--- src/rtl/fwss_pkg.sv ---
// Package of shared types and constants for the frame window slot store.
package fwss_pkg;
  localparam int MaxSlots = 64;
  localparam int IdxW = 6;
  localparam int CapW = 7;
  localparam int SnapW = 64;
  localparam int InW = 32;
  localparam int FrameW = 32;
  localparam int EntW = FrameW + SnapW + InW + InW + 3;

  localparam logic [2:0] ModeSnap = 3'd0;
  localparam logic [2:0] ModeLocal = 3'd1;
  localparam logic [2:0] ModeRemote = 3'd2;
  localparam logic [2:0] ModeQuery = 3'd3;
  localparam logic [2:0] ModeEvict = 3'd4;

  localparam logic [0:0] RegCapacity = 1'b0;

  typedef struct packed {
    logic [2:0] mode;
    logic [FrameW-1:0] frame;
    logic [SnapW-1:0] snapshot_data;
    logic [InW-1:0] input_data;
    logic confirmed;
  } in_word_t;

  typedef struct packed {
    logic found;
    logic has_local;
    logic [InW-1:0] local_word;
    logic remote_ok;
    logic [InW-1:0] remote_word;
    logic inputs_agree;
    logic [SnapW-1:0] snapshot_out;
    logic [CapW-1:0] stored_count;
  } out_word_t;

  typedef struct packed {
    logic [FrameW-1:0] frame;
    logic [SnapW-1:0] snap;
    logic [InW-1:0] loc;
    logic [InW-1:0] rem;
    logic has_snap;
    logic has_local;
    logic remote_ok;
  } entry_t;
endpackage

--- src/rtl/fwss_modu.sv ---
// Iterative unit that reduces a 32-bit frame modulo the capacity, one bit a cycle.
module fwss_modu import fwss_pkg::*; (
  input  logic              clk,
  input  logic              rst_n,
  input  logic              start,
  input  logic [FrameW-1:0] num,
  input  logic [CapW-1:0]   den,
  output logic              done,
  output logic [IdxW-1:0]   rem
);
  logic [CapW:0] rem_r;
  logic [FrameW-1:0] num_r;
  logic [5:0] cnt_r;
  logic busy_r;
  logic [CapW:0] sh;

  assign sh = {rem_r[CapW-1:0], num_r[FrameW-1]};
  assign rem = rem_r[IdxW-1:0];

  always_ff @(posedge clk) begin
    if (!rst_n) begin
      busy_r <= 1'b0;
      done <= 1'b0;
      cnt_r <= '0;
    end else begin
      done <= 1'b0;
      if (start) begin
        busy_r <= 1'b1;
        cnt_r <= 6'd0;
        rem_r <= '0;
        num_r <= num;
      end else if (busy_r) begin
        num_r <= {num_r[FrameW-2:0], 1'b0};
        rem_r <= (sh >= {1'b0, den}) ? sh - {1'b0, den} : sh;
        cnt_r <= cnt_r + 6'd1;
        if (cnt_r == 6'(FrameW - 1)) begin
          busy_r <= 1'b0;
          done <= 1'b1;
        end
      end
    end
  end
endmodule

--- config.mk ---
export PLATFORM = sky130hd
export DESIGN_NAME = fwss_modu
export DESIGN_NICKNAME = d
export VERILOG_FILES = /design/src/rtl/fwss_pkg.sv /design/src/rtl/fwss_modu.sv
export SDC_FILE = /design/constraint.sdc
export NUM_CORES = 1
export LEC_CHECK = 0
export ABC_AREA = 1
export BUFFER_PORTS_ARGS = -buffer_cell sky130_fd_sc_hd__buf_2
export CORE_UTILIZATION = 50
export DETAILED_ROUTE_END_ITERATION = 16
export PLACE_DENSITY = 0.73
export SLEW_MARGIN = 20
export SYNTH_ARGS = -nofsm -noshare
export SYNTH_HDL_FRONTEND = slang
export SYNTH_SLANG_ARGS = --single-unit
--- constraint.sdc ---
create_clock -name clk -period 2.2 [get_ports clk]
set_input_delay 0.33 -clock clk [delete_from_list [all_inputs] [get_ports clk]]
set_output_delay 0.33 -clock clk [all_outputs]
set_load 0.01 [all_outputs]
# Word-level counts from Yosys, hierarchy flattened
# Cells that the tools add are included.
# W data, S select, Z words.
[op_classes] n_mul=0 muxes=8 n_addsub=2 bitwise=2 eq_ne=1 order_cmp=1 n_reduce_logical=4 div_mod_pow=0 shift=0
[ops] operator="$mux W32" count=2
[ops] operator="$mux W7" count=2
[ops] operator="$ge A8 B7 Y1" count=1
[ops] operator="$sub A7 B7 Y7" count=1
[ops] operator="$add A6 B1 Y6 const B" count=1
[ops] operator="$eq A6 B5 Y1 const B" count=1
[ops] operator="$mux W1" count=4
[ops] operator="$reduce_or A3 Y1" count=1
[ops] operator="$not A1 Y1" count=2
[ops] operator="$reduce_and A2 Y1" count=1
[ops] operator="$reduce_bool A2 Y1" count=1
[ops] operator="$reduce_or A2 Y1" count=1
[word_totals] romBits=0 output_inout_bits=7 regBits=47 n_memories=0 ramBits=0 latchBits=0

# Depth between registers and ports, before layout
[depth] ltp_word=4 ltp_mapped=13 ltp_nobuf=13

# Least setup slack after synthesis
# No wires, ideal clock.
[synth_timing] path_kind="input-to-reg" start="input start" end="register num_r[0] (enable)" cell_stages=2 setup_time_ps=399 arrival_ps=1422 path_slack_ps=379 t_required_ps=1801 path_buffers=1 cell_sequence="buf_2 > o21a_1"
[synth_via] elab_chain_len=2
[synth_lines] item="start, declared" line="fwss_modu.sv:5" rtl="input logic start,"
[synth_lines] item="$reduce_bool A2 Y1 (no line)"
[synth_lines] item="$reduce_and A2 Y1 (no line)"
[synth_lines] item="end signal, assigned" line="fwss_modu.sv:31" rtl="num_r <= num;"
[synth_lines] item="end signal, assigned" line="fwss_modu.sv:33" rtl="num_r <= {num_r[FrameW-2:0], 1'b0};"
[synth_lines] item="end, declared" line="fwss_modu.sv:12" rtl="logic [FrameW-1:0] num_r;"
# No other way between the ends.
# A chain may end at the register's enable or synchronous reset.

# Final worst setup path
[layout_timing] start="register num_r[31]" end="register rem_r[2], data pin"
[layout_via] elab_chain_len=3 word_cells_on_any_way=4
[layout_lines] item="$sub A7 B7 Y7 / $ge A8 B7 Y1 (equally long branches)" line="fwss_modu.sv:34" rtl="rem_r <= (sh >= {1'b0, den}) ? sh - {1'b0, den} : sh;"
[layout_lines] item="$mux W7 (*)" line="fwss_modu.sv:34"
[layout_lines] item="$mux W7 (*)" line="fwss_modu.sv:32" rtl="end else if (busy_r) begin"
[layout_lines] item="end signal, assigned" line="fwss_modu.sv:34"
[layout_lines] item="end, declared" line="fwss_modu.sv:11" rtl="logic [CapW:0] rem_r;"
# Mark *: on every way between the ends. The rest lies on a longest branch, timed or not. The select of a mux whose other input is x is not followed.

==> impl.org <==
** Floorplan
- After floorplanning, the core was divided into 25 placement rows.
- Area inside the core boundary :: 0.004755 mm^2
- Die width :: 72.41 um
- The die covers 0.005242 mm^2.
- The initial utilization of the core area, before any placement, comes to a little over half.
- The die is 72.41 um tall.
- Number of top-level design ports :: 49

** Synthesis
- After synthesis, the cell types taking the most area are edfxtp_1 47%, nand2_1 20%, dfxtp_1 6.5%.
- Post-Synth XOR/XNOR Area :: ~1.1%
- Among all cell types in the netlist, the one instantiated most often is nand2_1.
- The synthesized design contains 39 enable-type register cells.
- Commonest cells post-synth :: 130 x nand2_1, 39 x edfxtp_1, 31 x inv_1
- Summing the areas of all compound-gate instances in the mapped netlist gives 2.322% of the synthesized area.
- In this run the mean area of a mapped cell was 8.459 um^2.
- Async set-reset flop share out of synthesis :: 0%
- Counting flops and latches in the post-synthesis netlist gives 47.
- Sequential cell area fraction in the yosys report :: 53.71%
- Yosys Warn Count :: 0
- Syn_nets :: 344
- Library cell with the largest summed area after synthesis :: edfxtp_1
- For this run, the leading register cell type out of synthesis is edfxtp_1.
- By area, the combinational part of the netlist is dominated by simple AND/OR/NAND/NOR gates.
- Multiplexer area fraction after synthesis :: 0%
- Summing every instance area after synthesis gives 0.002479 mm^2.
- Summed over its instances, the top area cell type makes up 47.25% of the synthesized netlist area.
- Of the total synthesized cell area, the portion taken by AND, OR, NAND and NOR gates is 29.73%.
- In the synthesized netlist, the number of instances is 293.
- Post-synthesis adder-cell area fraction :: 4.846%
- After synthesis, the netlist uses 27 different library cells.

** Pwr
- Per report_power, the sequential group accounts for ~56% of the total.
- Total power for the finished layout comes to 1.891 mW.
- In this run, the clock network consumes 25.8% of the power.
- Sw frac :: 26.08%
- Maximum VDD drop :: about 0.00048 V
- In this run the power spent charging and discharging nets is just under 500 uW.
- Power density over cell area :: 664.4 mW/mm^2
- Lkg Pwr :: about 1.4 nW
- The internal portion of the total power is 1.398 mW.
- Per report_power, the combinational group accounts for 18.1% of the total.

** Detailed routing
- Dividing the detail-routed wire length by the instance count gives 10.46 um.
- Routed wire length :: about 4200 um
- Using the TritonRoute via totals, the vias-per-cell ratio works out to 4.576.
- Post-detailed-route DRC marker count :: 0
- Via total after detailed routing :: 1858
- The pre-antenna-repair detailed-routing pass consisted of 4 iterations.
- The detail route stage leaves a number of antenna-violating nets equal to 0.
- First-iteration detailed-routing DRC count :: 63

** Placed design
- Half-perimeter wire length after detailed placement :: 3129 um
- Before CTS, the worst setup slack after placement is 0.2063 ns.
- Input and output buffers added on the ports amount to 48.
- At the end of routability-driven placement, the weighted congestion stood at 0.8153.

** CTS
- Buffers inserted during clock tree synthesis total 5.
- Maximum buffer depth of the clock tree :: 2
- Setup repair bufs after CTS :: 0
- For the worst-skew pair, the clock arrives at the later sink with an insertion delay of 0.30 ns.
- After clock tree synthesis, the clock-pin slew on the worst setup and hold paths is 0.08 ns.
- TritonCTS built the clock tree.
- CTS saw between 40 and 50 sinks.
- In this run the number of H-tree levels came out at 2.
- Clock tree synthesis selected as its root buffer the cell clkbuf_8.

** Critical path
- The largest individual stage delay along the critical path comes from the cell fa_1.
- Critical R2R Capture :: rem_r[2]
- Cell repeated most along the worst path :: nand2_1
- STA classifies the critical path startpoint as a register.
- On the worst path, the slowest cell contributes a delay of 0.40 ns.
- Setup slack of the worst register-to-register path :: 0.26 ns
- Buffers plus inverters on the worst setup path :: 2
- Worst reg2reg path depth :: 12
- Kind of cell adding the most delay to the critical path :: simple AND/OR/NAND/NOR gates
- Critical Path End Type :: register
- Startpoint of the worst-slack reg-to-reg timing path :: num_r[31]
- Along the worst path, the maximum fanout reaches 7.
- The critical path goes through inv_1, ha_1, inv_1, fa_1, nand2_1, nand2_1, nand2_2, nand2_2, nand2_4, nand2_1, nor2_1, nor2_1.
- Required time at the endpoint of the critical path :: 2.26 ns
- Worst Setup Path Type :: reg2reg
- Arr. time, crit path :: 1.99 ns

** Flow run
- Maxcap violations :: 0

** Hold path
- Worst Hold Path EP :: num_r[3]
- Origin of the worst min-delay path :: num[3]
- Number of cells on the worst hold path :: 3
- Worst min-delay path class :: in2reg

** STA
- Worst-case clock skew :: approximately 0.006 ns
- Maximum clock frequency :: 516.6 MHz
- For the pin with the worst max-slew slack, the measured transition is 0.4141 ns.
- Final period utilization :: 88.00%
- The worst pin sits at a relative slew slack of about 72%.
- Subtracting the final worst setup slack from the clock period gives 1.936 ns.
- The count of pins over their slew limit came to 0.
- Setup repair after global routing missed its margin :: false
- Fin worst setup slack :: 0.2641 ns
- Setup total negative slack on the finished layout was measured at 0 ns.
- Final Hold Fails :: 0
- Final Setup Violations :: 0

** Finish
- Syn-to-layout area delta :: 14.84%
- Of the cells placed in the final design, the portion with a size suffix greater than 1 is a little under a fifth.
- The final layout contains ~390 nets.
- Number of diodes :: 0

** Global routing
- The first global-routing pass estimated 7265 um of wire.
- Number of antenna violations at the first check in global routing :: 0
- Across every metal layer, demand over resource in global routing totals between 10% and 20%.
- Total congestion overflow :: 0
- The via count of the first global-routing pass is 1722.
- Maximum number of pins on one net before global-route repair :: 34

** Outcome
- Status :: completed
## power groups by stage
stage / sequential [mW] / combinational [mW] / clock [mW]
global route: 1.07 / 0.397 / 0.532
CTS: 1.06 / 0.343 / 0.503
finish: 1.06 / 0.343 / 0.489
global placement: 1.08 / 0.334 / 0
detailed placement: 1.08 / 0.341 / 0
floorplan: 1.07 / 0.255 / 0
## worst reg2reg max path, stage by stage (launching register included)
cell and delay, ns:
edfxtp_1 0.36, inv_1 0.08, ha_1 0.16, inv_1 0.06
fa_1 0.40, nand2_1 0.09, nand2_1 0.08, nand2_2 0.08
nand2_2 0.09, nand2_4 0.09, nand2_1 0.07, nor2_1 0.09
nor2_1 0.05
## worst max-delay path by stage
stage          startpoint       end  slack (ns)  cells past startpoint
6_report        num_r[31]  rem_r[2]        0.26                     12
5_1_grt         num_r[31]  rem_r[6]        0.06                     11
4_1_cts         num_r[31]  rem_r[6]        0.20                     11
3_5_place_dp    num_r[31]  rem_r[6]        0.21                     11
3_3_place_gp    num_r[31]  rem_r[5]        0.30                     11
2_1_floorplan       start  num_r[0]        0.38                      2
## placed cells by master, fill, tap and decap left out, types with 2 or more instances in the layout
| cell type | n |
|---|---|
| nand2_1 | 130 |
| clkbuf_8 | 5 |
| inv_1 | 31 |
| a21oi_1 | 3 |
| nor3b_1 | 3 |
| nand2_2 | 2 |
| edfxtp_1 | 39 |
| dfxtp_1 | 8 |
| buf_2 | 48 |
| ha_1 | 8 |
| xnor2_1 | 2 |
| nor3_1 | 5 |
| nor2_1 | 25 |
| nand4_1 | 2 |
| clkbuf_1 | 3 |
| nand3_1 | 11 |
| a21oi_4 | 2 |
| buf_4 | 3 |
## cells by family after synthesis
group | count (synthesis)
buffers and inverters | 46
AND/OR/NAND/NOR | 180
flip-flops | 47
XOR/XNOR | 3
adder cells (fa/ha/maj) | 9
AO/OA/AOI/OAI | 8
## state kept, by name, indices dropped and copies added (netlist names)
signal	cells
busy_r	1
cnt_r	6
done	1
num_r	32
rem_r	7
## area by class of cell
| cell class | instances | area [um^2] |
|---|---|---|
| tap | 67 | 83.83 |
| clock buffer | 8 | 80.08 |
| timing repair buffer | 52 | 282.8 |
| fill | 437 | 1908 |
| inverter | 32 | 120.1 |
| multi-input combinational | 200 | 948.4 |
| sequential | 47 | 1331 |
## through the flow
stage	area (um^2)	hold slack [ns]	utilization (%)	instances
2_1_floorplan	2479	0.4562	-	293
4_1_cts	2839	0.2905	59.71	406
5_1_grt	2846	0.2922	59.87	406
3_3_place_gp	2759	0.4742	58.03	398
6_report	2846	0.2951	59.87	406
3_5_place_dp	2759	0.4970	58.03	398
## per-layer routing
metal  up-vias  track usage (%)  share of wire [%]
met5         -                0                  0
met4         0            7.407                1.7
met3         6            3.750                3.1
met2        40            29.70                 47
met1       808            23.72                 48
li1       1004                -                  -
## repair_timing
action / in CTS / in global routing
resized for setup: 0 / 1
endpoints found under the setup margin: 0 / 2
endpoints found under the hold margin: 0 / 0
hold buffers: 0 / 0
No activity file was read; power rests on OpenSTA's default activity.
