File: config.mk
export PLATFORM = sky130hd
export DESIGN_NAME = fwss_ram
export DESIGN_NICKNAME = d
export VERILOG_FILES = /design/src/rtl/fwss_ram.sv
export SDC_FILE = /design/constraint.sdc
export NUM_CORES = 1
export LEC_CHECK = 0
export ABC_CLOCK_PERIOD_IN_PS = 5000
export BUFFER_PORTS_ARGS = -buffer_cell sky130_fd_sc_hd__clkbuf_2
export CORE_ASPECT_RATIO = 0.6
export CORE_MARGIN = 5
export CORE_UTILIZATION = 30
export DETAILED_ROUTE_END_ITERATION = 12
export GPL_TIMING_DRIVEN = 0
export PLACE_DENSITY = 0.45
export SYNTH_ARGS = -nofsm -noshare
export SYNTH_HDL_FRONTEND = slang
export SYNTH_SLANG_ARGS = --single-unit
File: constraint.sdc
create_clock -name clk -period 5 [get_ports clk]
set_clock_uncertainty 0.05 [all_clocks]
set_input_delay 1 -clock clk [delete_from_list [all_inputs] [get_ports clk]]
set_output_delay 1 -clock clk [all_outputs]
set_load 0.01 [all_outputs]
File: src/rtl/fwss_ram.sv
// Generic single-port synchronous RAM with registered read.
module fwss_ram #(
  parameter int Width = 8,
  parameter int Depth = 16
) (
  input  logic                     clk,
  input  logic                     we,
  input  logic [$clog2(Depth)-1:0] addr,
  input  logic [Width-1:0]         wdata,
  output logic [Width-1:0]         rdata
);
  logic [Width-1:0] mem [Depth];

  always_ff @(posedge clk) begin
    if (we) mem[addr] <= wdata;
    rdata <= mem[addr];
  end
endmodule

# Word-level counts from Yosys, hierarchy flattened

Memory sizes are Yosys's and may differ from the RTL's. A register that Yosys moved wholly into a read port is not among the register bits.
Index checks and enable logic that the tools add are counted.

Mux-type cells: 2

Operator list:

| cell    | count |
|---|---|
| $mux W1 | 2 |

Register bits after elaboration: 0
Memory bits (writable): 128
Input port bits: 14
Word-level logic and storage cells: 3
Memories: 1

Memories:

| memory | depth | bits a word | read ports | clocked after Yosys merged registers in | write ports | RTL line | text |
|---|---|---|---|---|---|---|---|
| mem    | 16    | 8           | 1          | 1                                       | 1           | 12       | `logic [Width-1:0] mem [Depth];` |

# Depth between registers and ports, before layout

Gate-level depths: netlist of run 1.

Depth in word-level cells: 2
Depth in mapped cells: 5
Mapped depth without buffers: 3

# Worst setup path before layout of run 1

Ideal clock, no wire load.

Path type: input -> register
Start: in addr[2]
End: mem mem[0][0], enable pin
Arrival: 2.110 ns
Required time: 4.567 ns
Setup slack: 2.457 ns
Stages: 2
Path buffers: 0
Cell sequence: or3b_2 -> nor3_1

RTL lines:

| what        | RTL line | text |
|---|---|---|
| from (decl) | 8        | `input logic [$clog2(Depth)-1:0] addr,` |
| to (decl)   | 12       |  |

Straight into the memory's write port.

# Final worst setup path of run 1

Start: in addr[1]
End: mem mem[15][6], enable pin

Straight into the memory's write port.

==> metrics.md, run 1 <==
| Metric | Value |
|---|---|
| Number of cells on the critical path | `4` |
| Pre-CTS WS | `between 1.5 and 2 ns` |
| Hold Path Depth | `3` |
| Post-Synthesis Cells | `230` |
| Syn nets | `244` |
| Avg WL per Cell | `21.85 um` |
| NetSw | `563.0 uW` |
| Hold wc startpoint | `mem[14][6]` |
| Avg Cell Area, Syn | `22.03 um2` |
| Largest net degree at the start of global routing | `17` |
| Placer Congestion | `0.7542` |
| Num ports | `22` |
| Final hold vios | `0` |
| Crit path max fanout | `10` |
| CTS buffer count | `17` |
| Initial core utilization | `30.91%` |
| CP required | `4.98 ns` |
| Die width | `between 150 and 200 um` |
| Die height | `110.7 um` |
| Sequential Power Share | `a little under half` |
| Setup Buffers After CTS | `0` |
| Vias | `2336` |
| Fin worst setup slack | `between 2 and 2.5 ns` |
| Final setup vio count | `0` |
| WP buf/inv | `2` |
| Nets | `~280` |
| Clock Power Share | `47.4%` |
| R2r setup slk | `3.54 ns` |
| Die area | `19680 um2` |
| First-pass detailed-route iteration total | `4` |
| Core footprint | `between 15000 and 20000 um2` |
| Share of layout cells above drive strength 1 | `roughly a third` |
| Register area share after synthesis | `79.01%` |
| Hold endpoint | `rdata[6]` |
| LEAKAGE | `roughly 0.0019 uW` |
| Buffers on Ports | `19` |
| PD cells | `441.6 nW/um2` |
| Slew Limit Fails | `0` |
| R2R Path Start | `mem[7][2]` |
| DR DRC count | `0` |
| Combinational Power Share | `4.8%` |
| Remaining Overflow, GRT | `0` |
| RSZ-0062 raised after global routing | `no` |
| Post-CTS Resized | `0` |
| Cell Area, Synth | `5067 um2` |
| N_diodes | `0` |
| Synth Register Bits | `136` |
| R2R depth | `3` |
| Initial antenna violation count | `0` |
| Critical Path Start | `addr[1]` |
| FF-to-FF End | `rdata[2]` |
| Peak supply drop | `about 0.21 mV` |
| Ys Warns | `0` |
| Setup crit end kind | `flop` |
| 1st-iter DRT viols | `225` |
| Worst-Margin Slew | `1.316 ns` |
| Kind of critical path | `in -> reg` |
| Hold Buf Count CTS | `0` |
| DPL Wire Length | `7.463 mm` |
| Routed WL | `around 11 mm` |
| Max_cap viols | `0` |
| Net Sw Frac | `21.04%` |
| Clk_lat worst skew | `0.41 ns` |
| Post-DRT Antenna Nets | `0` |
| Vias in the first global route | `2484` |
| CP max-delay cell | `nor2_1` |
| Min Tclk post-route | `around 2.7 ns` |
| Worst-path clk slew | `0.06 ns` |
| Status | `finished, final reports clean` |
| Max clock buf depth | `2` |
| Setup TNS | `0 ns` |
| Clk root buf | `clkbuf_16` |
| Relative slew slack | `between 10% and 20%` |
| Critical Path Max Stage Delay | `0.70 ns` |
| Startpoint type of the worst setup path | `input pin` |
| Distinct cells, synth | `18` |
| Hold crit path type | `reg -> reg` |
| H-tree lvl count | `4` |
| WP data arrival | `2.71 ns` |
| Synthesis-to-layout area growth | `19.56%` |
| Num rows | `36` |
| CTS tree | `built` |
| GRT Overall Usage | `12.04%` |
| Internal | `~2100 uW` |
| Routed vias/inst | `4.580` |
| Period utilization | `54.59%` |
| Fmax | `0.3663 GHz` |
| Global-route wire length before repair | `16.57 mm` |
| Crit-path leading delay family | `simple AND/OR/NAND/NOR gates` |
| Clock sink count | `136` |
| Critical Path, Cell by Cell | `buf_2 > buf_1 > nand2_1 > nor2_1` |
==> worst max-delay path by stage <==
stage	to	slack, ns
2_1_floorplan	mem[0][0]	2.46
6_report	mem[15][6]	2.27
3_3_place_gp	mem[0][6]	1.80
3_5_place_dp	mem[7][4]	1.78
4_1_cts	mem[7][1]	2.22
5_1_grt	mem[11][2]	2.14
==> cells by family (layout without fill, tap and decap cells) <==
logic type	Yosys count	count (layout)	share of synthesized area (%)
DFF	136	136	79.01
AOI/OAI and AO/OA	16	16	2.370
and+or+nand+nor	35	35	3.210
buffers and inverters	11	63	1.185
muxes	32	32	14.22
==> power by group through the flow <==
| stage | Clock [uW] | Combinational [uW] | Sequential [uW] |
|---|---|---|---|
| floorplan | 0 | 65.7 | 1310 |
| global placement | 0 | 129 | 1300 |
| detailed placement | 0 | 131 | 1310 |
| CTS | 1290 | 131 | 1280 |
| global route | 1350 | 139 | 1280 |
| finish | 1270 | 127 | 1280 |
==> routing by layer <==
metal / vias up / wire length (um) / global-route usage, %
met1: 1227 / 5358 / 18.43
met3: 5 / 1006 / 4.329
li1: 1042 / - / -
met2: 62 / 4721 / 15.82
met4: 0 / 58 / 3.553
met5: - / 0 / 0
==> placed cells by master (no fill, tap or decap), drive strengths merged <==
cell type  Yosys  final
nand2b         2      2
clkinvlp       0      3
nor2b          2      2
inv            0      3
clkinv         0      5
buf            8      9
nand3b         2      2
and2           1      1
nor3           4      4
edfxtp       128    128
dfxtp          8      8
bufinv         0      3
clkbuf         3     40
nand3          1      1
a22oi         16     16
nand2          9      9
nor2          13     13
mux4          32     32
or3b           1      1
==> cells in the mapped netlist <==
library cell,number,area share (%)
buf_6,2,0.44
buf_2,2,0.20
nand2_1,9,0.67
a22oi_1,16,2.4
nor3_1,4,0.40
edfxtp_1,128,76
nand3_1,1,0.099
clkbuf_2,1,0.099
or3b_2,1,0.17
buf_1,4,0.30
mux4_2,32,14
nand2b_1,2,0.25
nand3b_1,2,0.30
nor2b_1,2,0.25
and2_1,1,0.12
clkbuf_1,2,0.15
nor2_1,13,0.96
dfxtp_1,8,3.2
==> metrics by stage <==
stage	hold slack [ns]	total power, uW	instances	util, %	cell area (um2)
final	0.6449	2675	510	36.95	6058
after global routing	0.6716	2770	510	36.95	6058
after CTS	0.6461	2705	510	36.95	6058
after detailed placement	0.6388	1436	478	33.27	5455
after global placement	0.6339	1434	477	33.23	5448
after floorplan	0.5849	1373	230	-	5067
==> area by class of cell <==
class                   instances  area (um2)
plain buffers                  11       60.06
clock buffers                  18       429.2
clock inverters                14       173.9
fillers                      1525       10340
multi-input cells              83        1003
flip-flops and latches        136        4004
well taps                     228       285.3
repair buffers                 20       102.6
==> worst reg2reg max path, cell delays in order, from the launching register on <==
cell and delay (ns):
edfxtp_1 0.36, mux4_2 0.53, a22oi_1 0.24, nand2_1 0.14
==> flip-flops by register name, indices dropped and copies added, names as in the netlist <==
name and count:
mem 128, rdata 8
(Power assumes the default switching activity.)
==> run 2: changes to the inputs <==
--- a/config.mk
+++ b/config.mk
@@ -5,14 +5,15 @@
 export SDC_FILE = /design/constraint.sdc
 export NUM_CORES = 1
 export LEC_CHECK = 0
-export ABC_CLOCK_PERIOD_IN_PS = 5000
+export ABC_AREA = 1
+export ABC_CLOCK_PERIOD_IN_PS = 2400
 export BUFFER_PORTS_ARGS = -buffer_cell sky130_fd_sc_hd__clkbuf_2
 export CORE_ASPECT_RATIO = 0.6
 export CORE_MARGIN = 5
 export CORE_UTILIZATION = 30
 export DETAILED_ROUTE_END_ITERATION = 12
 export GPL_TIMING_DRIVEN = 0
-export PLACE_DENSITY = 0.45
+export PLACE_DENSITY = 0.46
 export SYNTH_ARGS = -nofsm -noshare
 export SYNTH_HDL_FRONTEND = slang
 export SYNTH_SLANG_ARGS = --single-unit
==> constraint.sdc (replaced) <==
create_clock -name clk -period 2.4 [get_ports clk]
set_clock_uncertainty 0.05 [all_clocks]
set_input_delay 0.48 -clock clk [delete_from_list [all_inputs] [get_ports clk]]
set_output_delay 0.48 -clock clk [all_outputs]
set_load 0.01 [all_outputs]
==> run 2 against run 1 <==
Sequential cell count unchanged. Highest routed layer unchanged. Worst hold slack got worse by 0.11 ns. Die area is 9.6% higher. Core utilization down 0.70 points. Design area increased by 9.0%. Via count up 59%. Largest power group is now the clock network. Largest cell class unchanged. Critical endpoint is now mem[11][0]. Non-clock buffer count rose by 10.
==> metrics.md, run 2 <==
| Metric | Value |
|---|---|
| Status | `finished, final reports clean` |
| Slew Limit Fails | `0 (unchanged)` |
| Cell Area, Synth | `5593 um2 (+10%)` |
| Critical Path, Cell by Cell | `buf_2 > clkbuf_1 > nand3_1 > nor2_1` |
| Max clock buf depth | `2 (unchanged)` |
| Post-Synthesis Cells | `548 (+140%)` |
| Global-route wire length before repair | `21.56 mm (+30%)` |
| Post-synthesis async set-or-reset flop share | `0% (unchanged)` |
| PD cells | `868.4 nW/um2 (+97%)` |
| CTS buffer count | `17 (unchanged)` |
| Synthesis-to-layout area growth | `18.03%` |
| Top Registers | `mem (128), rdata (8)` |
| RSZ-0062 raised after global routing | `no` |
| Power, Total | `5733 uW (+110%)` |
| Cell with the most instances after synthesis | `nand2_1` |
| DRT met1 WL | `7.711 mm (+44%)` |
| Top reg by flops | `mem` |
| Met2 routed WL | `5.729 mm (+21%)` |
| Hold Path Depth | `1 (-2)` |
| DR DRC count | `0 (unchanged)` |
| Clk_lat worst skew | `0.41 ns (about the same)` |
| Syn nets | `562 (+130%)` |
| Vias | `3717 (+59%)` |
| Fmax | `0.4580 GHz` |
| Relative slew slack | `45.79% (+34 points)` |
| 1st-iter DRT viols | `300 (+33%)` |
| Worst-Margin Slew | `0.8102 ns (-0.5062 ns)` |
| Startpoint type of the worst setup path | `input pin` |
| Clk root buf | `clkbuf_16` |
| LEAKAGE | `0.002795 uW (+44%)` |
| Setup Buffers After CTS | `0 (unchanged)` |
| Placer Congestion | `0.8518 (+13%)` |
| Final hold vios | `0 (unchanged)` |
| Cell type with the largest total area after synthesis | `edfxtp_1` |
| Post-DRT Antenna Nets | `0 (unchanged)` |
| Synth Register Bits | `136 (unchanged)` |
| Nets | `601 (+110%)` |
| Largest net degree at the start of global routing | `17 (unchanged)` |
| Hold Buf Count CTS | `0 (unchanged)` |
| H-tree lvl count | `4 (unchanged)` |
| Top FF cell, synth | `edfxtp_1` |
| Number of cells on the critical path | `4 (unchanged)` |
| Ys Warns | `0 (unchanged)` |
| Min Tclk post-route | `2.183 ns` |
| CTS tree | `built` |
| Share of layout cells above drive strength 1 | `11.19% (-20 points)` |
| WP buf/inv | `2 (unchanged)` |
| Worst hold margin | `0.5325 ns (-0.1125 ns)` |
| CP required | `2.39 ns (-2.59 ns)` |
| First-pass detailed-route iteration total | `5 (+1)` |
| Post-Layout Inst Area | `6601 um2 (+9.0%)` |
| Register area share after synthesis | `71.59% (-7.4 points)` |
| Period utilization | `approximately nine tenths` |
| Core footprint | `18210 um2 (+11%)` |
| WL met3 | `843 um (-16%)` |
| Avg WL per Cell | `17.16 um (-21%)` |
| Kind of critical path | `in -> reg` |
| Vias in the first global route | `3486 (+40%)` |
| Peak supply drop | `0.4151 mV (+99%)` |
| Clock sink count | `136 (unchanged)` |
| WP data arrival | `2.17 ns (-0.54 ns)` |
| Critical Path Max Stage Delay | `0.70 ns (about the same)` |
| Routed vias/inst | `4.430 (-3.3%)` |
| Most frequent cells in the layout | `nand2_1 (346), edfxtp_1 (128), inv_1 (21)` |
| Die width | `186.3 um (+4.8%)` |
| Initial antenna violation count | `1 (+1)` |
| Remaining Overflow, GRT | `0 (unchanged)` |
| DPL Wire Length | `9.902 mm (+33%)` |
| N_diodes | `0 (unchanged)` |
| Avg Cell Area, Syn | `10.21 um2 (-54%)` |
| Num ports | `22 (unchanged)` |
| Highest Signal Layer | `met4` |
| Die area | `21560 um2 (+9.6%)` |
| Final setup vio count | `0 (unchanged)` |
| Crit-path leading delay family | `simple AND/OR/NAND/NOR gates` |
| Setup crit end kind | `flop` |
| Max_cap viols | `0 (unchanged)` |
| Post-CTS Resized | `0 (unchanged)` |
| Synth area leaders | `edfxtp_1 (69%), nand2_1 (23%), dfxtp_1 (2.9%), inv_1 (1.4%), nor2_1 (1.2%)` |
| Distinct cells, synth | `11 (-7)` |
| Worst-path clk slew | `0.06 ns (about the same)` |
| Buffers on Ports | `20 (+1)` |
| Initial core utilization | `30.71% (-0.19 points)` |
| Crit path max fanout | `10 (unchanged)` |
| EDFF count, synth | `128 (unchanged)` |
| Max reg flops | `128 (unchanged)` |
| Routed WL | `14.39 mm (+29%)` |
| Setup TNS | `0 ns (unchanged)` |
| Die height | `115.8 um (+4.6%)` |
| Num rows | `38 (+5.6%)` |
| Most common cell after layout, fill and taps aside | `nand2_1` |
| CP max-delay cell | `nor2_1` |
| Hold crit path type | `in -> reg` |
| Yosys top cell area share | `68.72% (-7.1 points)` |
| R2R depth | `8 (+5)` |
| Placed cell areas | `5993 um2 (+9.9%)` |
| Top post-synthesis cells by count | `nand2_1 (346), edfxtp_1 (128), inv_1 (21)` |
| GRT Overall Usage | `13.94% (+1.9 points)` |
==> run 2: kinds of logic (layout without fill, tap and decap cells) <==
logic type / after synthesis / after routing / synth area share, %
flops: 136 / 136 / 71.59
buf+inv: 44 / 95 / 3.624
simple gates: 368 / 368 / 24.79
==> run 2: cell type report <==
cell class,instances,area (um2)
well taps,240,300.3
flip-flops and latches,136,4004
plain buffers,21,116.4
clock inverters,13,178.9
inverters,23,86.33
fillers,1812,11610
clock buffers,18,429.2
repair buffers,20,100.1
multi-input cells,368,1386
==> run 2: worst register-to-register path: stages, from the launching register on <==
cell and delay (ns):
edfxtp_1 0.38, nand2_1 0.08, nand2_1 0.10, nand2_1 0.08
nand2_1 0.05, nand2_1 0.05, nand2_1 0.06, inv_1 0.05
nand2_1 0.11
==> run 2: power breakdown <==
part	internal (uW)	switching (uW)	total, uW
Combinational	90.5	259	350
Clock	1730	985	2710
Sequential	2660	13.5	2670
Total	4470	1260	5730
==> run 2: worst paths after layout <==
kind                 to  slack (ns)  startpoint
max          mem[11][0]        0.22     addr[1]
min          mem[15][0]        0.53    wdata[0]
max reg2reg    rdata[5]        1.26   mem[7][5]
min reg2reg    rdata[6]        0.70   mem[4][6]
==> run 2: per-stage QoR <==
| step | instances | util (%) | setup WS (ns) |
|---|---|---|---|
| global placement | 808 | 32.91 | -0.1642 |
| detailed placement | 808 | 32.91 | -0.2032 |
| CTS | 839 | 36.25 | 0.2310 |
| floorplan | 548 | - | 0.4928 |
| finish | 839 | 36.25 | 0.2168 |
| global route | 839 | 36.25 | 0.07784 |
==> run 2: metal layers <==
metal | vias to the layer above | global-route usage [%]
li1 | 1830 | -
met1 | 1774 | 22.73
met4 | 0 | 4.076
met3 | 13 | 2.698
met5 | - | 0
met2 | 100 | 18.37
==> run 3: changes to the inputs <==
--- a/config.mk
+++ b/config.mk
@@ -11,6 +11,7 @@
 export CORE_ASPECT_RATIO = 0.6
 export CORE_MARGIN = 5
 export CORE_UTILIZATION = 30
+export CTS_BUF_LIST = sky130_fd_sc_hd__clkbuf_4 sky130_fd_sc_hd__clkbuf_8
 export DETAILED_ROUTE_END_ITERATION = 12
 export GPL_TIMING_DRIVEN = 0
 export PLACE_DENSITY = 0.46
==> run 3 against run 2 <==
Critical path depth unchanged. Clock-buffer cell count unchanged. Total power decreased by 12%. Via count decreased by 0.83%. Non-clock buffer count unchanged. Highest routed layer unchanged.
==> metrics.md, run 3 (synthesis results as in run 2) <==
| Metric | Value |
|---|---|
| Max reg flops | `128 (unchanged)` |
| Post-CTS Resized | `0 (unchanged)` |
| H-tree lvl count | `4 (unchanged)` |
| Final hold vios | `0 (unchanged)` |
| Kind of critical path | `in -> reg` |
| Crit path max fanout | `10 (unchanged)` |
| Layout filler cell count | `1849 (+2.0%)` |
| DR DRC count | `0 (unchanged)` |
| CP required | `2.41 ns (+0.02 ns)` |
| DRT met1 WL | `7.698 mm (-0.17%)` |
| Hold crit path type | `in -> reg` |
| Most common cell after layout, fill and taps aside | `nand2_1` |
| Global-route wire length before repair | `21.56 mm (unchanged)` |
| Vias in the first global route | `3514 (+0.80%)` |
| Post-Place Cells | `808 (unchanged)` |
| Die width | `186.3 um (unchanged)` |
| Clk_lat worst skew | `0.43 ns (+0.02 ns)` |
| Routed WL | `14.36 mm (-0.26%)` |
| Peak supply drop | `0.3043 mV (-27%)` |
| Top Registers | `mem (128), rdata (8)` |
| 1st-iter DRT viols | `312 (+4.0%)` |
| Avg WL per Cell | `17.11 um (-0.26%)` |
| Setup Buffers After CTS | `0 (unchanged)` |
| Fmax | `0.4646 GHz (+1.4%)` |
| Placed cell areas | `5993 um2 (unchanged)` |
| RSZ-0062 raised after global routing | `no` |
| Worst hold margin | `0.5095 ns (-0.02292 ns)` |
| Period utilization | `89.69% (-1.3 points)` |
| Most frequent cells in the layout | `nand2_1 (346), edfxtp_1 (128), inv_1 (21)` |
| Min Tclk post-route | `2.153 ns (-0.03066 ns)` |
| WP data arrival | `2.17 ns (about the same)` |
| N_diodes | `0 (unchanged)` |
| Vias | `3686 (-0.83%)` |
| Critical Path, Cell by Cell | `buf_2 > clkbuf_1 > nand3_1 > nor2_1` |
| CP max-delay cell | `nor2_1` |
| Synthesis-to-layout area growth | `14.68%` |
| Initial antenna violation count | `2 (+1)` |
| Nets | `601 (unchanged)` |
| Largest net degree at the start of global routing | `17 (unchanged)` |
| Worst-Margin Slew | `0.8426 ns (+0.03241 ns)` |
| Pre-CTS WS | `-0.2032 ns (unchanged)` |
| Num rows | `38 (unchanged)` |
| LEAKAGE | `0.002711 uW (-3.0%)` |
| Share of layout cells above drive strength 1 | `11.35% (+0.17 points)` |
| Buffers on Ports | `20 (unchanged)` |
| Post-Layout Inst Area | `6414 um2 (-2.8%)` |
| CTS tree | `built` |
| Top reg by flops | `mem` |
| CTS buffer count | `17 (unchanged)` |
| Final setup vio count | `0 (unchanged)` |
| Setup crit end kind | `flop` |
| Combinational Power Share | `6.9% (+0.8 points)` |
| Fin cells | `839 (unchanged)` |
| Fin worst setup slack | `0.2475 ns (+0.03066 ns)` |
| Remaining Overflow, GRT | `0 (unchanged)` |
| Routed vias/inst | `4.393 (-0.83%)` |
| Status | `finished, final reports clean` |
| PD cells | `787.3 nW/um2 (-9.3%)` |
| Clock sink count | `136 (unchanged)` |
| Relative slew slack | `43.62% (-2.2 points)` |
| Internal | `3876 uW (-13%)` |
| Critical Path Max Stage Delay | `0.70 ns (about the same)` |
| GRT Overall Usage | `13.91% (-0.022 points)` |
| Placer Congestion | `0.8518 (unchanged)` |
| Worst-path clk slew | `0.08 ns (+0.02 ns)` |
| Initial core utilization | `30.71% (unchanged)` |
| NetSw | `1174 uW (-6.7%)` |
| Max clock buf depth | `2 (unchanged)` |
| Hold Buf Count CTS | `0 (unchanged)` |
| Clk root buf | `clkbuf_8` |
| Post-DRT Antenna Nets | `0 (unchanged)` |
| First-pass detailed-route iteration total | `6 (+1)` |
| Max_cap viols | `0 (unchanged)` |
| Slew Limit Fails | `0 (unchanged)` |
| DPL Wire Length | `9.902 mm (unchanged)` |
| Net Sw Frac | `23.24% (+1.3 points)` |
| Met2 routed WL | `5.587 mm (-2.5%)` |
| Clock Power Share | `40.3% (-7.0 points)` |
| Num ports | `22 (unchanged)` |
| Power, Total | `5049 uW (-12%)` |
| Sequential Power Share | `52.8% (+6.2 points)` |
| Core footprint | `18210 um2 (unchanged)` |
| Startpoint type of the worst setup path | `input pin` |
| Die height | `115.8 um (unchanged)` |
| Die area | `21560 um2 (unchanged)` |
| Highest Signal Layer | `met4` |
| WL met3 | `935 um (+11%)` |
-- run 3: cell types whose count changed in the layout (fill, tap and decap cells not counted) --
cell       before  now
clkbuf_4        0    1
clkbuf_16      17    0
clkbuf_1        4    3
clkbuf_8        0   17
-- run 3: stage by stage --
step | utilization, % | TNS (ns)
finish | 35.22 | 0
global route | 35.22 | 0
CTS | 35.22 | 0
detailed placement | 32.91 | -10.79
global placement | 32.91 | -9.158
floorplan | - | 0
-- run 3: layout make-up --
| cell class | instances | area (um2) | area share, % |
|---|---|---|---|
| well taps | 240 | 300.3 | 4.682 |
| inverters | 23 | 86.33 | 1.346 |
| clock inverters | 13 | 178.9 | 2.790 |
| plain buffers | 21 | 116.4 | 1.814 |
| flip-flops and latches | 136 | 4004 | 62.43 |
| multi-input cells | 368 | 1386 | 21.62 |
| repair buffers | 20 | 100.1 | 1.561 |
| clock buffers | 18 | 241.5 | 3.765 |
-- run 3: layer usage --
layer	up-vias	global-route usage, %
met5	-	0
met4	0	3.396
met3	12	3.388
met2	92	18.40
met1	1757	22.48
li1	1825	-
-- run 3: final timing paths --
kind	startpoint	end	slack, ns	depth (start not counted)
worst max-delay path	addr[1]	mem[11][0]	0.25	4
worst max register to register	mem[9][3]	rdata[3]	1.29	8
worst min register to register	mem[4][6]	rdata[6]	0.70	8
worst min-delay path	wdata[0]	mem[14][0]	0.51	1
-- run 3: power by group through the flow --
stage          Clock, uW  Combinational, uW  Sequential (uW)
3_5_place_dp           0                352             2720
2_1_floorplan          0                183             2730
4_1_cts             2060                354             2670
5_1_grt             2180                393             2670
3_3_place_gp           0                351             2720
6_report            2030                349             2670
-- run 3: critical path: cells and delay by family --
| kind | cells | cell delay [ns] |
|---|---|---|
| buffers and inverters | 2 | 0.61 |
| and+or+nand+nor | 2 | 1.06 |
